`src/rtl/fixed_block_pool_allocator_macros.svh`:
```
// assertion helpers for the pool allocator
`ifndef FIXED_BLOCK_POOL_ALLOCATOR_MACROS_SVH
`define FIXED_BLOCK_POOL_ALLOCATOR_MACROS_SVH

`ifndef NO_ASSERTIONS
// same-cycle implication
`define FBPA_ASSERT_NOW(label, clk, rst, cond, expr) \
   label: assert property (@(posedge clk) disable iff (rst) (cond) |-> (expr)) \
      else $error("assertion failed: same-cycle check");
// next-cycle implication
`define FBPA_ASSERT_NEXT(label, clk, rst, cond, expr) \
   label: assert property (@(posedge clk) disable iff (rst) (cond) |=> (expr)) \
      else $error("assertion failed: next-cycle check");
`else
`define FBPA_ASSERT_NOW(label, clk, rst, cond, expr)
`define FBPA_ASSERT_NEXT(label, clk, rst, cond, expr)
`endif

`endif

```
`src/rtl/fbpa_pkg.sv`:
```
package fbpa_pkg;

   localparam logic [1:0] CMD_ALLOC = 2'd0;
   localparam logic [1:0] CMD_FREE  = 2'd1;
   localparam logic [1:0] CMD_INIT  = 2'd2;

   localparam logic [1:0] STATUS_OK      = 2'd0;
   localparam logic [1:0] STATUS_EMPTY   = 2'd1;
   localparam logic [1:0] STATUS_INVALID = 2'd2;

   localparam logic [1:0] REG_BASE  = 2'd0;
   localparam logic [1:0] REG_SIZE  = 2'd1;
   localparam logic [1:0] REG_COUNT = 2'd2;

   localparam logic [7:0] LIST_END = 8'hFF;

   localparam int DIV_STEPS = 32;
   localparam int DIV_CNT_W = 5;

   typedef enum logic [1:0] {
      OP_NONE,
      OP_ALLOC,
      OP_FREE,
      OP_INIT
   } op_type;

   typedef struct packed {
      logic   capture;
      logic   div_step;
      logic   mem_rd;
      logic   walk_step;
      logic   finish;
      op_type finish_op;
   } dp_cmd_type;

   typedef struct packed {
      logic list_empty;
      logic count_zero;
      logic walk_last;
      logic div_last;
   } dp_stat_type;

   typedef struct packed {
      logic        en;
      logic [1:0]  index;
      logic [31:0] data;
   } cfg_wr_type;

endpackage

```
`src/rtl/fbpa_ctrl.sv`:
```
module fbpa_ctrl (
   input  logic                   clock,
   input  logic                   reset,
   input  logic                   start,
   input  logic [1:0]             cmd,
   input  fbpa_pkg::dp_stat_type  stat,
   output fbpa_pkg::dp_cmd_type   dp_cmd,
   output logic                   busy,
   output logic                   rsp_valid
);

   typedef enum logic [2:0] {
      ST_IDLE,
      ST_ALLOC_READ,
      ST_ALLOC_DONE,
      ST_DIV,
      ST_FREE_DONE,
      ST_INIT_WALK,
      ST_NOP_DONE
   } state_type;

   state_type state_ff, state_in;
   logic      rsp_valid_ff;

   always_comb begin
      state_in            = state_ff;
      dp_cmd.capture      = 1'b0;
      dp_cmd.div_step     = 1'b0;
      dp_cmd.mem_rd       = 1'b0;
      dp_cmd.walk_step    = 1'b0;
      dp_cmd.finish       = 1'b0;
      dp_cmd.finish_op    = fbpa_pkg::OP_NONE;
      case (state_ff)
         ST_IDLE: begin
            if (start) begin
               dp_cmd.capture = 1'b1;
               case (cmd)
                  fbpa_pkg::CMD_ALLOC: state_in = ST_ALLOC_READ;
                  fbpa_pkg::CMD_FREE:  state_in = ST_DIV;
                  fbpa_pkg::CMD_INIT:  state_in = ST_INIT_WALK;
                  default:             state_in = ST_NOP_DONE;
               endcase
            end
         end
         ST_ALLOC_READ: begin
            if (stat.list_empty) begin
               dp_cmd.finish    = 1'b1;
               dp_cmd.finish_op = fbpa_pkg::OP_ALLOC;
               state_in         = ST_IDLE;
            end else begin
               dp_cmd.mem_rd = 1'b1;
               state_in      = ST_ALLOC_DONE;
            end
         end
         ST_ALLOC_DONE: begin
            dp_cmd.finish    = 1'b1;
            dp_cmd.finish_op = fbpa_pkg::OP_ALLOC;
            state_in         = ST_IDLE;
         end
         ST_DIV: begin
            dp_cmd.div_step = 1'b1;
            if (stat.div_last) begin
               state_in = ST_FREE_DONE;
            end
         end
         ST_FREE_DONE: begin
            dp_cmd.finish    = 1'b1;
            dp_cmd.finish_op = fbpa_pkg::OP_FREE;
            state_in         = ST_IDLE;
         end
         ST_INIT_WALK: begin
            if (stat.count_zero) begin
               dp_cmd.finish    = 1'b1;
               dp_cmd.finish_op = fbpa_pkg::OP_INIT;
               state_in         = ST_IDLE;
            end else begin
               dp_cmd.walk_step = 1'b1;
               if (stat.walk_last) begin
                  dp_cmd.finish    = 1'b1;
                  dp_cmd.finish_op = fbpa_pkg::OP_INIT;
                  state_in         = ST_IDLE;
               end
            end
         end
         ST_NOP_DONE: begin
            dp_cmd.finish    = 1'b1;
            dp_cmd.finish_op = fbpa_pkg::OP_NONE;
            state_in         = ST_IDLE;
         end
         default: begin
            state_in = ST_IDLE;
         end
      endcase
   end

   always_ff @(posedge clock) begin
      if (reset) begin
         state_ff     <= ST_IDLE;
         rsp_valid_ff <= 1'b0;
      end else begin
         state_ff     <= state_in;
         rsp_valid_ff <= dp_cmd.finish;
      end
   end

   assign busy      = (state_ff != ST_IDLE);
   assign rsp_valid = rsp_valid_ff;

endmodule

```
`src/rtl/fbpa_datapath.sv`:
```
module fbpa_datapath #(
   parameter int MAX_BLOCKS = 254
) (
   input  logic                   clock,
   input  logic                   reset,
   input  fbpa_pkg::dp_cmd_type   dp_cmd,
   output fbpa_pkg::dp_stat_type  stat,
   input  fbpa_pkg::cfg_wr_type   cfg_wr,
   input  logic [31:0]            req_free_address,
   output logic [31:0]            cfg_base,
   output logic [15:0]            cfg_size,
   output logic [7:0]             cfg_count,
   output logic [31:0]            rsp_block_address,
   output logic [7:0]             rsp_block_number,
   output logic [1:0]             rsp_status,
   output logic                   rsp_pool_empty
);

   localparam int IDX_W = (MAX_BLOCKS > 1) ? $clog2(MAX_BLOCKS) : 1;
   localparam logic [7:0] MAX_NUM = 8'(MAX_BLOCKS);

   logic [31:0] base_ff;
   logic [15:0] size_ff;
   logic [7:0]  count_ff;
   logic [7:0]  head_ff, head_in;

   logic [7:0]  link_mem [MAX_BLOCKS];
   logic [7:0]  rd_ff;
   logic [23:0] prod_ff;

   logic [31:0] div_ff;
   logic [15:0] rem_ff;
   logic        below_ff;
   logic [fbpa_pkg::DIV_CNT_W-1:0] step_ff;
   logic [IDX_W-1:0] walk_ff;

   logic [31:0] res_addr_ff, res_addr_in;
   logic [7:0]  res_num_ff, res_num_in;
   logic [1:0]  res_status_ff, res_status_in;
   logic        res_empty_ff;

   logic [15:0] esize;
   logic [7:0]  ecount;
   logic        list_empty;
   logic        free_ok;
   logic [16:0] div_shift;
   logic [17:0] div_diff;
   logic [7:0]  walk_next;
   logic        walk_last;

   logic             wr_en;
   logic [IDX_W-1:0] wr_idx;
   logic [7:0]       wr_data;

   // a zero size acts as one, count saturates at the pool depth
   assign esize      = (size_ff == 16'd0) ? 16'd1 : size_ff;
   assign ecount     = (count_ff > MAX_NUM) ? MAX_NUM : count_ff;
   assign list_empty = (head_ff >= MAX_NUM);

   assign walk_next = 8'(walk_ff) + 8'd1;
   assign walk_last = (walk_next == ecount);

   assign div_shift = {rem_ff, div_ff[31]};
   assign div_diff  = {1'b0, div_shift} - {2'b00, esize};

   assign free_ok = !below_ff && (rem_ff == 16'd0) && (div_ff < 32'(ecount));

   assign stat.list_empty = list_empty;
   assign stat.count_zero = (ecount == 8'd0);
   assign stat.walk_last  = walk_last;
   assign stat.div_last   = (step_ff == fbpa_pkg::DIV_CNT_W'(fbpa_pkg::DIV_STEPS - 1));

   always_comb begin
      head_in       = head_ff;
      res_addr_in   = 32'd0;
      res_num_in    = fbpa_pkg::LIST_END;
      res_status_in = fbpa_pkg::STATUS_OK;
      wr_en         = dp_cmd.walk_step;
      wr_idx        = walk_ff;
      wr_data       = walk_last ? fbpa_pkg::LIST_END : walk_next;
      if (dp_cmd.finish) begin
         case (dp_cmd.finish_op)
            fbpa_pkg::OP_ALLOC: begin
               if (list_empty) begin
                  res_status_in = fbpa_pkg::STATUS_EMPTY;
               end else begin
                  res_addr_in = base_ff + 32'(prod_ff);
                  res_num_in  = head_ff;
                  head_in     = rd_ff;
               end
            end
            fbpa_pkg::OP_FREE: begin
               if (free_ok) begin
                  wr_en      = 1'b1;
                  wr_idx     = div_ff[IDX_W-1:0];
                  wr_data    = head_ff;
                  head_in    = div_ff[7:0];
                  res_num_in = div_ff[7:0];
               end else begin
                  res_status_in = fbpa_pkg::STATUS_INVALID;
               end
            end
            fbpa_pkg::OP_INIT: begin
               head_in = (ecount == 8'd0) ? fbpa_pkg::LIST_END : 8'd0;
            end
            default: begin
               head_in = head_ff;
            end
         endcase
      end
   end

   always_ff @(posedge clock) begin
      if (reset) begin
         base_ff  <= 32'd0;
         size_ff  <= 16'd1;
         count_ff <= 8'd1;
         head_ff  <= fbpa_pkg::LIST_END;
      end else begin
         if (cfg_wr.en) begin
            case (cfg_wr.index)
               fbpa_pkg::REG_BASE:  base_ff  <= cfg_wr.data;
               fbpa_pkg::REG_SIZE:  size_ff  <= cfg_wr.data[15:0];
               fbpa_pkg::REG_COUNT: count_ff <= cfg_wr.data[7:0];
               default:             base_ff  <= base_ff;
            endcase
         end
         head_ff <= head_in;
      end
   end

   // link store: one write port, one registered read port
   always_ff @(posedge clock) begin
      if (wr_en) begin
         link_mem[wr_idx] <= wr_data;
      end
      if (dp_cmd.mem_rd) begin
         rd_ff   <= link_mem[head_ff[IDX_W-1:0]];
         prod_ff <= 24'(head_ff) * 24'(esize);
      end
   end

   // restoring divider, one quotient bit per cycle
   always_ff @(posedge clock) begin
      if (dp_cmd.capture) begin
         div_ff   <= req_free_address - base_ff;
         below_ff <= (req_free_address < base_ff);
         rem_ff   <= 16'd0;
         step_ff  <= '0;
         walk_ff  <= '0;
      end else begin
         if (dp_cmd.div_step) begin
            if (!div_diff[17]) begin
               rem_ff <= div_diff[15:0];
               div_ff <= {div_ff[30:0], 1'b1};
            end else begin
               rem_ff <= div_shift[15:0];
               div_ff <= {div_ff[30:0], 1'b0};
            end
            step_ff <= step_ff + fbpa_pkg::DIV_CNT_W'(1);
         end
         if (dp_cmd.walk_step) begin
            walk_ff <= walk_ff + IDX_W'(1);
         end
      end
   end

   always_ff @(posedge clock) begin
      if (dp_cmd.finish) begin
         res_addr_ff   <= res_addr_in;
         res_num_ff    <= res_num_in;
         res_status_ff <= res_status_in;
         res_empty_ff  <= (head_in >= MAX_NUM);
      end
   end

   assign cfg_base          = base_ff;
   assign cfg_size          = size_ff;
   assign cfg_count         = count_ff;
   assign rsp_block_address = res_addr_ff;
   assign rsp_block_number  = res_num_ff;
   assign rsp_status        = res_status_ff;
   assign rsp_pool_empty    = res_empty_ff;

endmodule

```
`src/rtl/fixed_block_pool_allocator.sv`:
```
// channel   direction  handshake                      payload
// request   in         start, busy                    req_cmd, req_free_address
// response  out        rsp_valid (one-cycle strobe)   rsp_block_address, rsp_block_number,
//                                                     rsp_status, rsp_pool_empty
// csr       in/out     psel, penable, pwrite, pready  paddr, pwdata, prdata
//
// allocate does a link read, then a head update, from accept to strobe; an empty list skips the read
// free runs the 32-step bit-serial divider of the offset by block size before its result
// initialize writes the links in order (count capped at the pool depth), none for a zero count
// undefined commands change nothing and return an OK result; initialize writes one link per cycle
// synchronous active-high reset empties the free list; link store contents are not cleared
// busy is high from the cycle after accept until the strobe; the result cannot be stalled
`include "fixed_block_pool_allocator_macros.svh"

module fixed_block_pool_allocator #(
   parameter int MAX_BLOCKS = 254
) (
   input  logic        clock,
   input  logic        reset,
   input  logic        start,
   output logic        busy,
   input  logic [1:0]  req_cmd,
   input  logic [31:0] req_free_address,
   output logic        rsp_valid,
   output logic [31:0] rsp_block_address,
   output logic [7:0]  rsp_block_number,
   output logic [1:0]  rsp_status,
   output logic        rsp_pool_empty,
   input  logic        psel,
   input  logic        penable,
   input  logic        pwrite,
   input  logic [3:0]  paddr,
   input  logic [31:0] pwdata,
   output logic [31:0] prdata,
   output logic        pready
);

   fbpa_pkg::dp_cmd_type  dp_cmd;
   fbpa_pkg::dp_stat_type dp_stat;
   fbpa_pkg::cfg_wr_type  cfg_wr;

   logic [31:0] cfg_base;
   logic [15:0] cfg_size;
   logic [7:0]  cfg_count;

   assign pready       = 1'b1;
   assign cfg_wr.en    = psel && penable && pwrite;
   assign cfg_wr.index = paddr[3:2];
   assign cfg_wr.data  = pwdata;

   always_comb begin
      case (paddr[3:2])
         fbpa_pkg::REG_BASE:  prdata = cfg_base;
         fbpa_pkg::REG_SIZE:  prdata = {16'd0, cfg_size};
         fbpa_pkg::REG_COUNT: prdata = {24'd0, cfg_count};
         default:             prdata = 32'd0;
      endcase
   end

   fbpa_ctrl u_ctrl (
      .clock     (clock),
      .reset     (reset),
      .start     (start),
      .cmd       (req_cmd),
      .stat      (dp_stat),
      .dp_cmd    (dp_cmd),
      .busy      (busy),
      .rsp_valid (rsp_valid)
   );

   fbpa_datapath #(
      .MAX_BLOCKS (MAX_BLOCKS)
   ) u_datapath (
      .clock             (clock),
      .reset             (reset),
      .dp_cmd            (dp_cmd),
      .stat              (dp_stat),
      .cfg_wr            (cfg_wr),
      .req_free_address  (req_free_address),
      .cfg_base          (cfg_base),
      .cfg_size          (cfg_size),
      .cfg_count         (cfg_count),
      .rsp_block_address (rsp_block_address),
      .rsp_block_number  (rsp_block_number),
      .rsp_status        (rsp_status),
      .rsp_pool_empty    (rsp_pool_empty)
   );

   // every accepted item makes the block busy in the cycle after accept
   `FBPA_ASSERT_NEXT(a_accept_busy, clock, reset, start && !busy, busy)
   // the result strobe comes only as the block returns to idle
   `FBPA_ASSERT_NOW(a_rsp_idle, clock, reset, rsp_valid, !busy)
   // results never come back to back
   `FBPA_ASSERT_NEXT(a_rsp_single, clock, reset, rsp_valid, !rsp_valid)
   // a failed allocate gives no block and reports the pool empty
   `FBPA_ASSERT_NOW(a_empty_result, clock, reset,
      rsp_valid && (rsp_status == fbpa_pkg::STATUS_EMPTY),
      rsp_pool_empty && (rsp_block_number == fbpa_pkg::LIST_END) && (rsp_block_address == 32'd0))

endmodule

```
`config.mk`:
```
export PLATFORM = sky130hd
export DESIGN_NAME = fixed_block_pool_allocator
export DESIGN_NICKNAME = d
export VERILOG_FILES = /design/src/rtl/fbpa_pkg.sv /design/src/rtl/fbpa_ctrl.sv /design/src/rtl/fbpa_datapath.sv /design/src/rtl/fixed_block_pool_allocator.sv
export VERILOG_INCLUDE_DIRS = /design/src /design/src/rtl
export SDC_FILE = /design/constraint.sdc
export NUM_CORES = 2
export LEC_CHECK = 0
export ABC_AREA = 1
export BUFFER_PORTS_ARGS = -buffer_cell sky130_fd_sc_hd__buf_2
export CAP_MARGIN = 20
export CORE_AREA = 2 2 742 448
export DETAILED_ROUTE_END_ITERATION = 12
export DIE_AREA = 0 0 744 450
export PLACE_DENSITY = 0.56
export SLEW_MARGIN = 0
export SYNTH_ARGS = -nofsm -noshare
export SYNTH_HDL_FRONTEND = slang
export SYNTH_HIERARCHICAL = 1
export SYNTH_SLANG_ARGS = --single-unit
```
`constraint.sdc`:
```
create_clock -name clock -period 8.1 [get_ports clock]
set_input_delay 0.405 -clock clock [delete_from_list [all_inputs] [get_ports clock]]
set_output_delay 0.405 -clock clock [all_outputs]
set_load 0.05 [all_outputs]
```
==> flow_summary.json <==
{
  "io_pins": 154,
  "layout_commonest_cell": "edfxtp_1",
  "postSynthCellCount": 8746,
  "worstPathRequired_ns": 8.56,
  "cts_root_buf": "clkbuf_16",
  "irDropWorstVdd_mv": 1.10,
  "arrival_ns": 6.98,
  "grt_max_degree": 242,
  "crit_buf_inv": 3,
  "drt-total-wl_um": 300000,
  "place.gp.congestion": 0.943,
  "crit_chain": "ha_1 -> nand3_1 -> nand3b_1 -> xor2_1 -> nand2_1 -> nor3b_1 -> nand3_1 -> inv_1 -> nor2_1 -> o211ai_1 -> inv_1 -> ha_1 -> nand2_1 -> inv_1 -> nand3_4 -> o21ai_1 -> nand2_1 -> nor2_1 -> nand2_1 -> nor2_1",
  "multi_input_area_um2": 27900,
  "mostFrequentLayoutCells": "2140 x edfxtp_1, 1420 x nor2_1, 1186 x o21ai_0",
  "min_path_type": "input pin to flip-flop",
  "grt.total_usage": 0.172,
  "end_kind": "flip-flop",
  "synth_area_um2": 98100,
  "async_reset_ff_frac": 0,
  "max_freq_mhz": 153,
  "fp.dieW_um": 744,
  "initial_utilization": 0.299,
  "synth_edf_count": 2140,
  "area_growth_pct": 11.8,
  "fp.coreArea_um2": 328000,
  "post_cts_resized": 0,
  "status": "completed",
  "grt_pass1_vias": 65300,
  "hpwl_um": 185000,
  "cts_tree": "done",
  "num-fill-cells": 32400,
  "clk_path_buf_depth": 4,
  "max_stage_delay_ns": 0.92,
  "ys_seq_elements": 2237,
  "hold_buffers": 38,
  "ff_latch_area_um2": 66200,
  "synth_cell_type_count": 52,
  "cp_common_cell": "nand2_1",
  "avgSynthCellArea_um2": 11.2,
  "final.setup_skew_ns": 0.0689,
  "layout.nets": 8963,
  "grt_pass1_wl_um": 437000,
  "setup-tns-final_ns": 0,
  "gr-total-overflow": 0,
  "clkSinkCount": 2237,
  "pre_cts_slack_ns": 1.79,
  "path_class": "flip-flop to flip-flop",
  "fin_crit_ns": 6.53,
  "cp_max_fo": 27,
  "hold_violations": 0,
  "clk_latency_ns": 0.89,
  "final_core_util": 0.335,
  "setup_violations": 0,
  "dieArea_um2": 335000,
  "syn_nets": 9039,
  "start_kind": "flip-flop",
  "r2r_slack_ns": 1.57,
  "powerDensity_nw_per_um2": 440,
  "firstDrtPassIters": 6,
  "ys_seq_area_frac": 0.675,
  "tritoncts.num_buffers": 197,
  "slowest_stage": "nor2_1",
  "port_buffers": 150,
  "drcViolationCount": 0,
  "cts_max_level": 4,
  "die_h_um": 450,
  "worstMarginPinSlew_ns": 1.23,
  "post_drt_wl_per_cell_um": 22.8,
  "cp_top_family": "simple AND/OR/NAND/NOR gates",
  "min_period_over_period": 0.806,
  "cap_violations": 0,
  "drtAntennaViolNets": 0,
  "ys_warn_count": 6,
  "drt_iter0_markers": 10500,
  "drive_gt1_frac": 0.0674,
  "cts_setup_buffers": 0,
  "power_leakage_uw": 0.0371,
  "avgViaCountPerCell": 5.28,
  "clkTransAtPathRegs_ns": 0.06,
  "setup_ws_ns": 1.57,
  "routed-via-count": 69700,
  "rows": 163,
  "maxSlewHeadroom": 0.181,
  "antenna_found_initial": 11,
  "finalMaxSlewViolations": 0,
  "rsz0062_at_grt": "false",
  "ys_dominant_reg_cell": "edfxtp_1"
}
==> sequential cells by signal, summed over array words and instances (netlist names), 16 cells and up <==
| signal | count |
|---|---|
| u_datapath/rem_ff | 16 |
| u_datapath/div_ff | 32 |
| u_datapath/rsp_block_address | 32 |
| u_datapath/cfg_base | 32 |
| u_datapath/cfg_size | 16 |
| u_datapath/prod_ff | 24 |
| u_datapath/link_mem | 2032 |
==> area by class of cell <==
cell class,instances,area share
Sequential cell,2237,0.604
Antenna cell,1,0.0000228
Multi-Input combinational cell,5460,0.254
Timing Repair Buffer,284,0.0192
Clock buffer,247,0.0472
Clock inverter,100,0.00812
Tap cell,4372,0.0499
Inverter,490,0.0175
==> metal layers <==
metal / GRT usage / routed length [µm] / vias to the layer above
met4: 0.0350 / 6060 / 18
met2: 0.226 / 116000 / 3898
met3: 0.0553 / 40200 / 424
met1: 0.272 / 138000 / 34400
met5: 0.00229 / 251 / -
li1: - / - / 31000
==> final timing paths <==
kind                                             from                    endpoint  depth (start not counted)
worst max-delay path            u_datapath/walk_ff[0]  u_datapath/link_mem[48][3]                         20
worst min-delay path                            start          u_ctrl/state_ff[2]                          5
worst max register to register  u_datapath/walk_ff[0]  u_datapath/link_mem[48][3]                         20
worst min register to register  u_datapath/step_ff[4]       u_datapath/step_ff[4]                          1
==> Yosys cell counts, types with 15 or more instances <==
library cell  count  share of area
a21oi_1         223          0.011
nand2_1         980          0.037
dfxtp_1          97          0.020
o21a_1           15         0.0011
nand3_1         662          0.034
edfxtp_1       2140           0.65
ha_1            130          0.017
fa_1             87          0.018
xor2_1           41         0.0037
inv_1           476          0.018
nand2_2          20         0.0013
o21bai_1         15         0.0011
clkbuf_1        441          0.017
nand4_1          17         0.0011
nor2_1         1421          0.054
o211ai_1         19         0.0015
o22ai_1         495          0.032
buf_2            36         0.0018
nor3_1           28         0.0014
buf_1            74         0.0028
o21ai_0        1186          0.060
==> power breakdown <==
group          total, µW  internal, µW  switching, µW  leakage, µW
clock network       9320          5010           4320      0.00296
registers          20500         20200            318       0.0200
logic              18400          3000          15400       0.0141
total              48200         28200          20000       0.0371
==> stage by stage <==
step	hold WS, ns	power, µW	area, µm²	std cells
finish	0.0528	48200	110000	13200
global route	0.0430	50200	110000	13200
CTS	0.000661	48200	110000	13200
detailed placement	0.489	38900	103000	12800
global placement	0.473	38900	103000	12800
floorplan	0.462	26600	98100	8746
==> logic make-up after synthesis <==
logic type               Yosys count  share of synthesized area
AND/OR/NAND/NOR                 3190                      0.134
flip-flops                      2237                      0.675
AO/OA/AOI/OAI                   1996                      0.111
buffers and inverters           1049                     0.0410
adder cells (fa/ha/maj)          217                     0.0343
XOR/XNOR                          55                    0.00491
other                              1                  0.0000382
multiplexers                       1                   0.000102
==> worst register-to-register path, cell delays in order, from the launching register on <==
cell and delay [ns]:
dfxtp_1 0.41, ha_1 0.22, nand3_1 0.12, nand3b_1 0.19, xor2_1 0.35, nand2_1 0.10
nor3b_1 0.16, nand3_1 0.26, inv_1 0.12, nor2_1 0.29, o211ai_1 0.21, inv_1 0.12
ha_1 0.50, nand2_1 0.15, inv_1 0.12, nand3_4 0.28, o21ai_1 0.57, nand2_1 0.14
nor2_1 0.17, nand2_1 0.70, nor2_1 0.95
(Power assumes the default switching activity.)
